<file path="src/sv/imadec_pkg.sv">
// Shared types, constants and table functions for the IMA ADPCM track decoder.
package imadec_pkg;

   // Header layout: predictor low, predictor high, step index, pad
   localparam int HEADER_BYTES = 4;
   localparam int STEP_TABLE_ENTRIES = 89;

   localparam int HDR_COUNT_W = $clog2(HEADER_BYTES + 1);
   localparam int POS_W = $clog2(STEP_TABLE_ENTRIES);

   localparam logic [HDR_COUNT_W-1:0] HDR_DONE = HDR_COUNT_W'(HEADER_BYTES);
   localparam logic [HDR_COUNT_W-1:0] HDR_PRED_HIGH = HDR_COUNT_W'(1);
   localparam logic [HDR_COUNT_W-1:0] HDR_INDEX = HDR_COUNT_W'(2);
   localparam logic [POS_W-1:0] STEP_LAST = POS_W'(STEP_TABLE_ENTRIES - 1);

   localparam logic signed [15:0] FLOOR_RESET = 16'sh8000;
   localparam logic [14:0] CEILING_RESET = 15'h7FFF;

   // Configuration register indexes
   typedef enum logic [1:0] {
      CSR_FLOOR = 2'd0,
      CSR_CEILING = 2'd1
   } csr_index_type;

   // Decoder state that one nibble reads and updates
   typedef struct packed {
      logic signed [15:0] predictor;
      logic [POS_W-1:0] position;
   } sample_state_type;

   // Standard IMA step size table
   function automatic logic [14:0] step_size(input logic [POS_W-1:0] idx);
      logic [14:0] s;
      case (idx)
         7'd0: s = 15'd7;         7'd1: s = 15'd8;         7'd2: s = 15'd9;
         7'd3: s = 15'd10;        7'd4: s = 15'd11;        7'd5: s = 15'd12;
         7'd6: s = 15'd13;        7'd7: s = 15'd14;        7'd8: s = 15'd16;
         7'd9: s = 15'd17;        7'd10: s = 15'd19;       7'd11: s = 15'd21;
         7'd12: s = 15'd23;       7'd13: s = 15'd25;       7'd14: s = 15'd28;
         7'd15: s = 15'd31;       7'd16: s = 15'd34;       7'd17: s = 15'd37;
         7'd18: s = 15'd41;       7'd19: s = 15'd45;       7'd20: s = 15'd50;
         7'd21: s = 15'd55;       7'd22: s = 15'd60;       7'd23: s = 15'd66;
         7'd24: s = 15'd73;       7'd25: s = 15'd80;       7'd26: s = 15'd88;
         7'd27: s = 15'd97;       7'd28: s = 15'd107;      7'd29: s = 15'd118;
         7'd30: s = 15'd130;      7'd31: s = 15'd143;      7'd32: s = 15'd157;
         7'd33: s = 15'd173;      7'd34: s = 15'd190;      7'd35: s = 15'd209;
         7'd36: s = 15'd230;      7'd37: s = 15'd253;      7'd38: s = 15'd279;
         7'd39: s = 15'd307;      7'd40: s = 15'd337;      7'd41: s = 15'd371;
         7'd42: s = 15'd408;      7'd43: s = 15'd449;      7'd44: s = 15'd494;
         7'd45: s = 15'd544;      7'd46: s = 15'd598;      7'd47: s = 15'd658;
         7'd48: s = 15'd724;      7'd49: s = 15'd796;      7'd50: s = 15'd876;
         7'd51: s = 15'd963;      7'd52: s = 15'd1060;     7'd53: s = 15'd1166;
         7'd54: s = 15'd1282;     7'd55: s = 15'd1411;     7'd56: s = 15'd1552;
         7'd57: s = 15'd1707;     7'd58: s = 15'd1878;     7'd59: s = 15'd2066;
         7'd60: s = 15'd2272;     7'd61: s = 15'd2499;     7'd62: s = 15'd2749;
         7'd63: s = 15'd3024;     7'd64: s = 15'd3327;     7'd65: s = 15'd3660;
         7'd66: s = 15'd4026;     7'd67: s = 15'd4428;     7'd68: s = 15'd4871;
         7'd69: s = 15'd5358;     7'd70: s = 15'd5894;     7'd71: s = 15'd6484;
         7'd72: s = 15'd7132;     7'd73: s = 15'd7845;     7'd74: s = 15'd8630;
         7'd75: s = 15'd9493;     7'd76: s = 15'd10442;    7'd77: s = 15'd11487;
         7'd78: s = 15'd12635;    7'd79: s = 15'd13899;    7'd80: s = 15'd15289;
         7'd81: s = 15'd16818;    7'd82: s = 15'd18500;    7'd83: s = 15'd20350;
         7'd84: s = 15'd22385;    7'd85: s = 15'd24623;    7'd86: s = 15'd27086;
         7'd87: s = 15'd29794;    7'd88: s = 15'd32767;
         default: s = 15'd0;
      endcase
      return s;
   endfunction

   // Index adjustment by code magnitude (sign bit does not matter)
   function automatic logic signed [7:0] index_move(input logic [2:0] mag);
      logic signed [7:0] m;
      case (mag)
         3'd4: m = 8'sd2;
         3'd5: m = 8'sd4;
         3'd6: m = 8'sd6;
         3'd7: m = 8'sd8;
         default: m = -8'sd1;
      endcase
      return m;
   endfunction

   // Header index byte is signed; clamp into the table
   function automatic logic [POS_W-1:0] clamp_header_index(input logic [7:0] b);
      logic [POS_W-1:0] r;
      if (b[7]) begin
         r = '0;
      end else if (b > {1'b0, STEP_LAST}) begin
         r = STEP_LAST;
      end else begin
         r = b[POS_W-1:0];
      end
      return r;
   endfunction

endpackage

</file>
<file path="src/sv/imadec_channels.sv">
// Valid/ready channel interfaces for track bytes and decoded samples.
interface imadec_req_if;
   logic valid;
   logic ready;
   logic [7:0] data_byte;
   logic track_start;

   modport source(output valid, data_byte, track_start, input ready);
   modport sink(input valid, data_byte, track_start, output ready);
endinterface

interface imadec_rsp_if;
   logic valid;
   logic ready;
   logic signed [15:0] pcm_sample;
   logic byte_done;

   modport source(output valid, pcm_sample, byte_done, input ready);
   modport sink(input valid, pcm_sample, byte_done, output ready);
endinterface

</file>
<file path="src/sv/imadec_sample_unit.sv">
// One IMA ADPCM nibble decode: difference, predictor clamp and index adapt.
module imadec_sample_unit import imadec_pkg::*; (
   input  sample_state_type   state_i,
   input  logic [3:0]         code,
   input  logic signed [15:0] floor_val,
   input  logic [14:0]        ceiling_val,
   output sample_state_type   state_o
);

   logic [14:0] step;
   logic [15:0] diff;
   logic signed [17:0] pred_ext;
   logic signed [17:0] floor_ext;
   logic signed [17:0] ceiling_ext;
   logic signed [17:0] sum;
   logic signed [17:0] raised;
   logic signed [17:0] limited;
   logic signed [7:0] pos_next;

   // Difference from the step size, shifted adds per code bit
   always_comb begin
      step = step_size(state_i.position);
      diff = {4'b0, step[14:3]};
      if (code[0]) begin
         diff = diff + {3'b0, step[14:2]};
      end
      if (code[1]) begin
         diff = diff + {2'b0, step[14:1]};
      end
      if (code[2]) begin
         diff = diff + {1'b0, step};
      end
   end

   // Predictor update, floor first then ceiling
   always_comb begin
      pred_ext = {{2{state_i.predictor[15]}}, state_i.predictor};
      floor_ext = {{2{floor_val[15]}}, floor_val};
      ceiling_ext = {3'b0, ceiling_val};
      if (code[3]) begin
         sum = pred_ext - $signed({2'b0, diff});
      end else begin
         sum = pred_ext + $signed({2'b0, diff});
      end
      raised = (sum < floor_ext) ? floor_ext : sum;
      limited = (raised > ceiling_ext) ? ceiling_ext : raised;
      state_o.predictor = limited[15:0];
   end

   // Step index adapt, clamped to the table
   always_comb begin
      pos_next = $signed({1'b0, state_i.position}) + index_move(code[2:0]);
      if (pos_next < 8'sd0) begin
         state_o.position = '0;
      end else if (pos_next > $signed({1'b0, STEP_LAST})) begin
         state_o.position = STEP_LAST;
      end else begin
         state_o.position = pos_next[POS_W-1:0];
      end
   end

endmodule

</file>
<file path="src/sv/ima_adpcm_track_decoder.sv">
// Top level of the IMA ADPCM track decoder: byte register, sequencer, output register.
//
// Usage:
//   req_ch carries one track byte per beat; track_start marks the first of four
//   header bytes (predictor low, predictor high, signed step index, pad).
//   Every later byte yields two rsp_ch beats: the low-nibble sample with
//   byte_done 0, then the high-nibble sample with byte_done 1.
//   csr_* writes the predictor floor (index 0) and ceiling (index 1); write
//   only while the decoder is idle.
// Timing:
//   An accepted byte waits in the byte register; each of its samples goes
//   from the nibble decoder into the output register, low nibble first. A data
//   byte occupies the nibble decoder for both of its nibbles, so while rsp_ch
//   does not stall the sustained rate is one sample per cycle; header bytes give
//   no beat and do not wait on rsp_ch. The single nibble decoder, whose output
//   feeds the next nibble's state, sets that rate. A new byte is taken while
//   the second sample of the last one is being decoded.
// Reset: clears the channel state; predictor 0, step index 0, header complete,
//   floor -32768, ceiling 32767. When rsp_ch stalls, the output register holds
//   its beat and decoding pauses; the byte register then fills and req_ch stalls.
module ima_adpcm_track_decoder import imadec_pkg::*; (
   input  logic                clock,
   input  logic                reset,
   imadec_req_if.sink          req_ch,
   imadec_rsp_if.source        rsp_ch,
   input  logic                csr_write_en,
   input  csr_index_type       csr_index,
   input  logic [15:0]         csr_wdata
);

   // Configuration registers
   logic signed [15:0] floor_ff;
   logic [14:0] ceiling_ff;

   // Byte register and nibble phase
   logic work_valid_ff;
   logic [7:0] work_byte_ff;
   logic work_start_ff;
   logic phase_ff;

   // Decoder state
   sample_state_type state_ff;
   sample_state_type state_in;
   sample_state_type unit_out;
   logic [HDR_COUNT_W-1:0] hdr_count_ff;
   logic [7:0] hdr_low_ff;

   // Output register
   logic rsp_valid_ff;
   logic signed [15:0] rsp_sample_ff;
   logic rsp_done_ff;

   logic req_beat;
   logic is_header;
   logic out_free;
   logic step_fire;
   logic work_done;
   logic sample_load;
   logic [3:0] nibble;

   // Handshake and sequencing
   assign req_beat = req_ch.valid && req_ch.ready;
   assign is_header = work_start_ff || (hdr_count_ff < HDR_DONE);
   assign out_free = !rsp_valid_ff || rsp_ch.ready;
   assign step_fire = work_valid_ff && (is_header || out_free);
   assign work_done = step_fire && (is_header || phase_ff);
   assign sample_load = step_fire && !is_header;
   assign req_ch.ready = !work_valid_ff || work_done;
   assign nibble = phase_ff ? work_byte_ff[7:4] : work_byte_ff[3:0];

   assign rsp_ch.valid = rsp_valid_ff;
   assign rsp_ch.pcm_sample = rsp_sample_ff;
   assign rsp_ch.byte_done = rsp_done_ff;

   imadec_sample_unit u_sample (
      .state_i    (state_ff),
      .code       (nibble),
      .floor_val  (floor_ff),
      .ceiling_val(ceiling_ff),
      .state_o    (unit_out)
   );

   // Configuration writes
   always_ff @(posedge clock) begin
      if (reset) begin
         floor_ff <= FLOOR_RESET;
         ceiling_ff <= CEILING_RESET;
      end else if (csr_write_en) begin
         case (csr_index)
            CSR_FLOOR: floor_ff <= csr_wdata;
            CSR_CEILING: ceiling_ff <= csr_wdata[14:0];
            default: ;
         endcase
      end
   end

   // Byte register
   always_ff @(posedge clock) begin
      if (reset) begin
         work_valid_ff <= 1'b0;
         phase_ff <= 1'b0;
      end else if (req_beat) begin
         work_valid_ff <= 1'b1;
         phase_ff <= 1'b0;
      end else begin
         if (work_done) begin
            work_valid_ff <= 1'b0;
         end
         if (sample_load) begin
            phase_ff <= !phase_ff;
         end
      end
   end

   always_ff @(posedge clock) begin
      if (req_beat) begin
         work_byte_ff <= req_ch.data_byte;
         work_start_ff <= req_ch.track_start;
      end
   end

   // Next decoder state: header fields or nibble result
   always_comb begin
      state_in = state_ff;
      if (sample_load) begin
         state_in = unit_out;
      end else if (step_fire && !work_start_ff) begin
         if (hdr_count_ff == HDR_PRED_HIGH) begin
            state_in.predictor = {work_byte_ff, hdr_low_ff};
         end else if (hdr_count_ff == HDR_INDEX) begin
            state_in.position = clamp_header_index(work_byte_ff);
         end
      end
   end

   always_ff @(posedge clock) begin
      if (reset) begin
         state_ff <= '0;
         hdr_count_ff <= HDR_DONE;
         hdr_low_ff <= '0;
      end else begin
         state_ff <= state_in;
         if (step_fire && is_header) begin
            if (work_start_ff) begin
               hdr_low_ff <= work_byte_ff;
               hdr_count_ff <= HDR_COUNT_W'(1);
            end else begin
               hdr_count_ff <= hdr_count_ff + HDR_COUNT_W'(1);
            end
         end
      end
   end

   // Output register
   always_ff @(posedge clock) begin
      if (reset) begin
         rsp_valid_ff <= 1'b0;
      end else if (sample_load) begin
         rsp_valid_ff <= 1'b1;
      end else if (rsp_ch.ready) begin
         rsp_valid_ff <= 1'b0;
      end
   end

   always_ff @(posedge clock) begin
      if (sample_load) begin
         rsp_sample_ff <= unit_out.predictor;
         rsp_done_ff <= phase_ff;
      end
   end

   // Checks
   a_position_in_table: assert property (@(posedge clock) disable iff (reset)
      state_ff.position <= STEP_LAST)
      else $error("step index left the table");

   a_header_count_range: assert property (@(posedge clock) disable iff (reset)
      (hdr_count_ff != '0) && (hdr_count_ff <= HDR_DONE))
      else $error("header count out of range");

   a_phase_needs_byte: assert property (@(posedge clock) disable iff (reset)
      phase_ff |-> (work_valid_ff && !is_header))
      else $error("high nibble pending without a data byte");

   a_high_follows_low: assert property (@(posedge clock) disable iff (reset)
      (sample_load && !phase_ff) |=> (work_valid_ff && phase_ff))
      else $error("low nibble not followed by high nibble");

endmodule
</file>
<file path="src/flat_wrapper.sv">
// flat-port wrapper written by rule: the top's interface ports become plain ports
module ima_adpcm_track_decoder_flat import imadec_pkg::*;
  (clock, reset, csr_write_en, csr_index, csr_wdata, req_ch_valid, req_ch_data_byte, req_ch_track_start, req_ch_ready, rsp_ch_valid, rsp_ch_pcm_sample, rsp_ch_byte_done, rsp_ch_ready);
  imadec_req_if req_ch_i ();
  imadec_rsp_if rsp_ch_i ();
  input  logic clock;
  input  logic reset;
  input  logic csr_write_en;
  input  csr_index_type csr_index;
  input  logic [15:0] csr_wdata;
  input wire logic [$bits(req_ch_i.valid)-1:0] req_ch_valid;
  input wire logic [$bits(req_ch_i.data_byte)-1:0] req_ch_data_byte;
  input wire logic [$bits(req_ch_i.track_start)-1:0] req_ch_track_start;
  output wire logic [$bits(req_ch_i.ready)-1:0] req_ch_ready;
  output wire logic [$bits(rsp_ch_i.valid)-1:0] rsp_ch_valid;
  output wire logic [$bits(rsp_ch_i.pcm_sample)-1:0] rsp_ch_pcm_sample;
  output wire logic [$bits(rsp_ch_i.byte_done)-1:0] rsp_ch_byte_done;
  input wire logic [$bits(rsp_ch_i.ready)-1:0] rsp_ch_ready;
  assign req_ch_i.valid = req_ch_valid;
  assign req_ch_i.data_byte = req_ch_data_byte;
  assign req_ch_i.track_start = req_ch_track_start;
  assign req_ch_ready = req_ch_i.ready;
  assign rsp_ch_valid = rsp_ch_i.valid;
  assign rsp_ch_pcm_sample = rsp_ch_i.pcm_sample;
  assign rsp_ch_byte_done = rsp_ch_i.byte_done;
  assign rsp_ch_i.ready = rsp_ch_ready;
  ima_adpcm_track_decoder u_core (.clock(clock), .reset(reset), .req_ch(req_ch_i), .rsp_ch(rsp_ch_i), .csr_write_en(csr_write_en), .csr_index(csr_index), .csr_wdata(csr_wdata));
endmodule
</file>
<file path="config.mk">
export PLATFORM = sky130hd
export DESIGN_NAME = ima_adpcm_track_decoder_flat
export DESIGN_NICKNAME = d
export VERILOG_FILES = /design/src/sv/imadec_pkg.sv /design/src/sv/imadec_channels.sv /design/src/sv/imadec_sample_unit.sv /design/src/sv/ima_adpcm_track_decoder.sv /design/src/flat_wrapper.sv
export SDC_FILE = /design/constraint.sdc
export NUM_CORES = 1
export LEC_CHECK = 0
export BUFFER_PORTS_ARGS = -buffer_cell sky130_fd_sc_hd__buf_2
export CORE_UTILIZATION = 30
export DETAILED_ROUTE_END_ITERATION = 16
export PLACE_DENSITY = 0.56
export SLEW_MARGIN = 40
export SYNTH_ARGS = -nofsm -noshare
export SYNTH_HDL_FRONTEND = slang
export SYNTH_SLANG_ARGS = --single-unit
</file>
<file path="constraint.sdc">
create_clock -name clock -period 10.6 [get_ports clock]
set_input_delay 0 -clock clock [delete_from_list [all_inputs] [get_ports clock]]
set_output_delay 0 -clock clock [all_outputs]
set_load 0.1 [all_outputs]
</file>
### Word level (Yosys, flattened, before mapping)

Memories as Yosys holds them, arrays and structs flattened. A register that Yosys moved wholly into a read port is not among the register bits.
Index checks and enable logic that the tools add are counted.

* register bits: 94
* memories kept: 1
* output and inout port bits: 19
* bits in writable memories: 0
* input bits: 32
* ROM bits: 1920
* latch bits: 0

* equal/unequal tests: 8
* shift operators: 0
* muxes and demuxes: 24
* reduce and logical (&&, ||, !) cells: 28
* multiply operators: 0
* magnitude comparators: 6
* add/subtract/negate cells: 7
* div/mod/pow operators: 0
* bitwise operators: 0

Memories
* (name not given): words 128, bits a word 15, rd ports 1, clocked after Yosys merged registers in 1, wr ports 0, line imadec_pkg.sv:34 `case (idx)`

Operators by type and width (number)
* $mux 16: 5
* $mux 7: 8
* $mux 23: 2
* $mux 18: 2
* $pmux 8 s4: 1
* $add 16x17->18: 1
* $gt 18x16->1: 1
* $lt 18x16->1: 1
* $sub 16x17->18: 1
* $add 16x14->16: 1
* $add 16x15->16: 1
* $add 12x13->14: 1
* $eq 3x3->1 const B: 4
* $reduce_bool 2->1: 5
* $add 8x8->8: 1
* $gt 8x7->1 const B: 1
* $gt 8x8->1 const B: 1
* $lt 8x1->1 const B: 1
* $reduce_and 2->1: 4
* $logic_and 1x1->1: 6
* $logic_not 1->1: 5
* $logic_or 1x1->1: 5
* $mux 1: 4
* $mux 4: 1
* 10 further kinds: 10

### Depth between registers and ports, before layout

* word-level depth: 15
* depth in mapped cells: 58
* depth with buffers taken out: 55

### Cells and area by module

Synthesis repeated with hierarchy kept, for this count alone.

* cells, all modules: 1447
* area total of the unflattened synthesis: 11070.6 um^2

By module, submodules not included
* imadec_sample_unit: times used 1, cells each 1069, area each 7393.3 um^2, seq. area each 0.0 um^2
* ima_adpcm_track_decoder: times used 1, cells each 378, area each 3677.3 um^2, seq. area each 2142.1 um^2

### Least setup slack after synthesis

Ideal clock, no wire load.

* path kind: register to register
* start: register, netlist name u_core.u_sample.step[3]
* end: register u_core.rsp_sample_ff[14], in the netlist u_core.rsp_ch.pcm_sample[14], data pin
* stages on the path, launching flop included: 53
* arrival time: 10871 ps
* buffers on the path: 3
* library setup time: 257 ps
* data required time: 10343 ps
* slack: -528 ps
* period minus slack after synthesis: 11128 ps
* cell sequence: dfxtp_1 -> ha_1 -> inv_1 -> fa_1 -> nor2b_1 -> o211a_1 -> or3_1 -> nand2_1 -> o21ai_0 -> ha_1 -> buf_2 -> a21o_1 -> a221o_1 -> a2111oi_2 -> nor2_1 -> xor2_1 -> mux2_2 -> ha_1 -> [17 not listed] -> nor2_1 -> o221ai_1 -> nor3b_1 -> a31o_2 -> buf_1 -> mux2_2 -> ha_1 -> a21o_1 -> a21o_1 -> a2111oi_0 -> a21oi_1 -> a211oi_1 -> nor4b_1 -> a31oi_1 -> nand3_4 -> buf_6 -> mux2i_1 -> inv_1

* cells in the longest elaborated chain, start to end: 12

Ends and longest elaborated chain
* $add 12x13->14: line imadec_sample_unit.sv:25 `diff = diff + {3'b0, step[14:2]};`
* $mux 16: line imadec_sample_unit.sv:24 `if (code[0]) begin`
* $add 16x14->16: line imadec_sample_unit.sv:28 `diff = diff + {2'b0, step[14:1]};`
* $mux 16: line imadec_sample_unit.sv:27 `if (code[1]) begin`
* $add 16x15->16: line imadec_sample_unit.sv:31 `diff = diff + {1'b0, step};`
* $mux 16 (*): line imadec_sample_unit.sv:30 `if (code[2]) begin`
* $add 16x17->18 or $sub 16x17->18 (tied branches): line imadec_sample_unit.sv:43, imadec_sample_unit.sv:41
* $mux 18 (*): line imadec_sample_unit.sv:40 `if (code[3]) begin`
* $lt 18x16->1: line imadec_sample_unit.sv:45 `raised = (sum < floor_ext) ? floor_ext : sum;`
* $mux 18 (*): line imadec_sample_unit.sv:45
* $gt 18x16->1: line imadec_sample_unit.sv:46 `limited = (raised > ceiling_ext) ? ceiling_ext : raised;`
* $mux 16 (*): line imadec_sample_unit.sv:46
* net u_core.u_sample.limited[14]: line imadec_sample_unit.sv:17 `logic signed [17:0] limited;`
* end signal, assigned: line ima_adpcm_track_decoder.sv:167 `rsp_sample_ff <= unit_out.predictor;`
* end, declared: line ima_adpcm_track_decoder.sv:50 `logic signed [15:0] rsp_sample_ff;`

Mark *: on every way through the listed nets, which the timed path passes. The rest lies on a longest branch.
A chain may end at the register's enable or synchronous reset.

### Final worst setup path

* start: register, netlist name u_core.u_sample.step[3]
* end: register u_core.rsp_sample_ff[13], in the netlist u_core.rsp_ch.pcm_sample[13], data pin

* cells in the longest elaborated chain, start to end: 12

Ends and longest elaborated chain (line)
* $add 12x13->14: imadec_sample_unit.sv:25
* $mux 16: imadec_sample_unit.sv:24
* $add 16x14->16: imadec_sample_unit.sv:28
* $mux 16: imadec_sample_unit.sv:27
* $add 16x15->16: imadec_sample_unit.sv:31
* $mux 16 (*): imadec_sample_unit.sv:30
* $add 16x17->18 or $sub 16x17->18 (tied branches): imadec_sample_unit.sv:43, imadec_sample_unit.sv:41
* $mux 18 (*): imadec_sample_unit.sv:40
* $lt 18x16->1: imadec_sample_unit.sv:45
* $mux 18 (*): imadec_sample_unit.sv:45
* $gt 18x16->1: imadec_sample_unit.sv:46
* $mux 16 (*): imadec_sample_unit.sv:46
* net u_core.u_sample.limited[13]: imadec_sample_unit.sv:17

Marked as above.

==> impl_metrics.py <==
metrics = {
    "timing": {
        "grt_setup_unrepaired": "true",
        "fin_crit_ns": 10.60,
        "setup_viol_count_final": 1,
        "setup_slack_ns": -0.000372,
        "report.final.slew_viol_count": 0,
        "fin_crit_sh": 1.00,
        "fmax_mhz": 94.3,
        "fin_skew_ns": 0.0169,
        "hold_viol": 0,
        "worstMarginPinSlew_ns": 0.824,
        "relSlewSlack": 0.450,
    },
    "hold_path": {
        "hold_path.class": "in -> reg",
        "hold_depth": 4,
    },
    "critical_path": {
        "regToRegSetupSlack_ns": -0.0004,
        "worst_path_max_delay_cell": "a2111oi_4",
        "critPathLaunchType": "register",
        "endpoint_kind": "register",
        "crit_arrival_ns": 10.72,
        "critPathLaunch": "u_core.u_sample.step[3]$_DFF_P_",
        "critPathMaxStageDelay_ns": 0.39,
        "critPathKind": "reg -> reg",
        "worstPathMaxFanout": 8,
        "required_ns": 10.72,
        "timing.rr.end": "u_core.rsp_ch.pcm_sample[13]$_DFFE_PP_",
        "critPathCapture": "u_core.rsp_ch.pcm_sample[13]$_DFFE_PP_",
        "r2r_cells": 51,
        "reg2reg_from": "u_core.u_sample.step[3]$_DFF_P_",
    },
    "synthesis": {
        "synth-async-reset-ratio": 0,
        "ys_warn_count": 0,
        "synth_fp_nets": 1596,
        "postSynthAreaPerCell_sq_um": 7.74,
        "mappedNetlistArea_sq_um": 11100,
        "synthFlopType": "dfxtp_1",
        "ys_types": 91,
        "seq_area_frac_synth": 0.220,
        "syn_inst": 1437,
        "synth_edf_count": 26,
        "ys_seq_elements": 109,
    },
    "finish": {
        "syn_to_final_growth_pct": 38.4,
        "n_antenna_cell": 0,
        "fin_cells": 2207,
        "drive_above_1_share": 0.308,
        "nets": 1893,
        "utilization": 0.422,
        "final_area_sq_um": 15400,
    },
    "drt": {
        "drt_wl_total_um": 37800,
        "routed-via-count": 11900,
        "drc": 0,
        "via_per_inst": 5.37,
        "final_antenna_net_count": 0,
        "wl_per_cell_um": 17.1,
        "first_pass_iters": 5,
        "initialDrtViolationCount": 828,
    },
    "global_route": {
        "grt.total_usage": 0.191,
        "grt_max_degree": 53,
        "grt_pass1_vias": 11600,
        "antenna_found_initial": 0,
        "grt-ovfl-total": 0,
        "grt_first_pass_wirelength_um": 59400,
    },
    "status": {
        "failed_checks": "negative setup slack",
        "status": "complete, but fails checks",
    },
    "clock_network": {
        "cts_tree": "yes",
        "htreeDepth": 3,
        "cts_inserted_buffers": 9,
        "cts.path.max_buffers": 2,
        "clock_latency_ns": 0.37,
        "cts_sinks": 109,
        "clk_pin_slew_ns": 0.08,
        "clockRootBuffer": "clkbuf_16",
    },
    "floorplan": {
        "ioPinCount": 51,
        "die-width_um": 195,
        "core_area_sq_um": 36500,
        "fp.dieH_um": 195,
        "rows": 70,
        "start_util": 0.305,
        "dieArea_sq_um": 37900,
    },
    "place": {
        "placed_cell_area_sq_um": 13500,
        "dp_cells": 2110,
        "place_congestion": 0.911,
        "port_buffers": 50,
        "place_hpwl_um": 28000,
    },
    "power": {
        "p_leak_nw": 6.68,
        "peakVddDrop_mv": 0.116,
        "p_total_mw": 3.15,
        "p_per_area_nw_per_um2": 205,
    },
    "flow_run": {
        "cap_violations": 0,
    },
}
==> routing by layer <==
layer | routed length (um) | share of wire | GRT usage | vias to the layer above
met5 | 0 | 0 | 0 | -
li1 | - | - | - | 5912
met4 | 896 | 0.024 | 0.0547 | 0
met3 | 1560 | 0.041 | 0.0194 | 74
met2 | 18500 | 0.49 | 0.340 | 348
met1 | 16800 | 0.44 | 0.241 | 5524
==> registers in the layout, indices dropped and copies added, names as in the netlist <==
name	cells
u_core.work_start_ff	1
u_core.rsp_ch.valid	1
u_core.state_ff	23
u_core.hdr_count_ff	3
u_core.rsp_ch.pcm_sample	16
u_core.ceiling_ff	15
u_core.u_sample.step	15
u_core.hdr_low_ff	8
u_core.phase_ff	1
u_core.work_byte_ff	8
u_core.floor_ff	16
u_core.work_valid_ff	1
u_core.rsp_ch.byte_done	1
==> synth_stat cells (26+ instances only) <==
master | n | area, sq um
a21o_1 | 28 | 210
dfxtp_1 | 83 | 1660
nand3_1 | 33 | 165
nor2_1 | 116 | 435
nand2_1 | 147 | 552
a21oi_1 | 134 | 671
inv_1 | 95 | 357
o21ai_0 | 79 | 395
clkbuf_1 | 54 | 203
ha_1 | 122 | 1530
o211ai_1 | 34 | 255
nor3_1 | 31 | 155
edfxtp_1 | 26 | 781
==> final cells by class <==
type | count | area (sq um)
clock buffer | 9 | 225
clock inverter | 7 | 68.8
fill | 3612 | 21100
inverter | 97 | 368
multi-input combinational | 1159 | 9020
sequential | 109 | 2460
tap | 468 | 586
timing repair buffer | 358 | 2680
==> power by group <==
part | switching, mW | leakage [nW] | internal [mW]
combinational | 1.17 | 5.62 | 1.12
sequential | 0.0369 | 0.924 | 0.492
clock | 0.172 | 0.142 | 0.165
==> layout by cell type, fill, tap and decap left out, types with 15 or more instances in the layout <==
cell type	count
a21o_1	28
a21oi_1	116
a21oi_2	15
a22oi_1	17
a31oi_1	15
buf_2	50
buf_4	269
dfxtp_1	77
dlygate4sd3_1	26
edfxtp_1	26
ha_1	99
ha_4	20
inv_1	92
nand2_1	145
nand2b_1	16
nand3_1	31
nor2_1	108
nor2b_1	16
nor3_1	28
o211ai_1	34
o21a_1	17
o21ai_0	65
o22ai_1	15
xnor2_1	21
xor2_1	19
==> worst min-delay path by stage <==
stage | to | startpoint | slack [ns]
5_1_grt | u_core.floor_ff[7]$_SDFFE_PP0P_ | csr_index[0] | 0.05
6_report | u_core.floor_ff[8]$_SDFFE_PP0P_ | csr_index[0] | 0.02
2_1_floorplan | u_core.work_byte_ff[0]$_DFFE_PP_ | req_ch_data_byte[0] | 0.1
4_1_cts | u_core.floor_ff[5]$_SDFFE_PP0P_ | csr_index[0] | 0.008
3_3_place_gp | u_core.work_start_ff$_DFFE_PP_ | req_ch_track_start | 0.18
3_5_place_dp | u_core.work_byte_ff[4]$_DFFE_PP_ | req_ch_data_byte[4] | 0.18
==> cells by family (layout without fill, tap and decap cells) <==
logic type,Yosys count,after routing,share of synthesized area
AO/OA/AOI/OAI,478,479,0.288
XOR/XNOR,44,44,0.0346
adder cells (fa/ha/maj),127,127,0.146
buffers and inverters,170,471,0.0601
flip-flops,109,109,0.220
multiplexers,48,48,0.0495
AND/OR/NAND/NOR,461,461,0.202
==> worst max-delay path: cells and delay by family, from the launching register on <==
kind,cells,cell delay (ns)
AO/OA/AOI/OAI,19,4.26
multiplexers,3,0.81
buffers and inverters,7,0.97
AND/OR/NAND/NOR,13,1.85
adder cells (fa/ha/maj),6,1.62
XOR/XNOR,3,0.44
flip-flops,1,0.36
==> per-stage QoR <==
| stage | hold slack, ns | setup WS, ns | setup TNS [ns] |
|---|---|---|---|
| after global placement | 0.182 | -0.248 | -5.09 |
| after CTS | 0.00761 | 0.00150 | 0 |
| final | 0.0199 | -0.000372 | -0.000372 |
| after detailed placement | 0.179 | -0.536 | -13.83 |
| after global routing | 0.0476 | -0.415 | -10.40 |
| after floorplan | 0.0989 | 0.0183 | 0 |
==> what timing repair did <==
item                                   4_1_cts  5_1_grt
gates cloned                                 0        1
buffers inserted                            35       21
hold buffers                                26        0
resized for setup                           73      119
setup endpoints to repair                   30       30
pin swaps                                   53       77
endpoints found under the hold margin       41        0
Note: power is estimated with default switching activity, not from simulation.
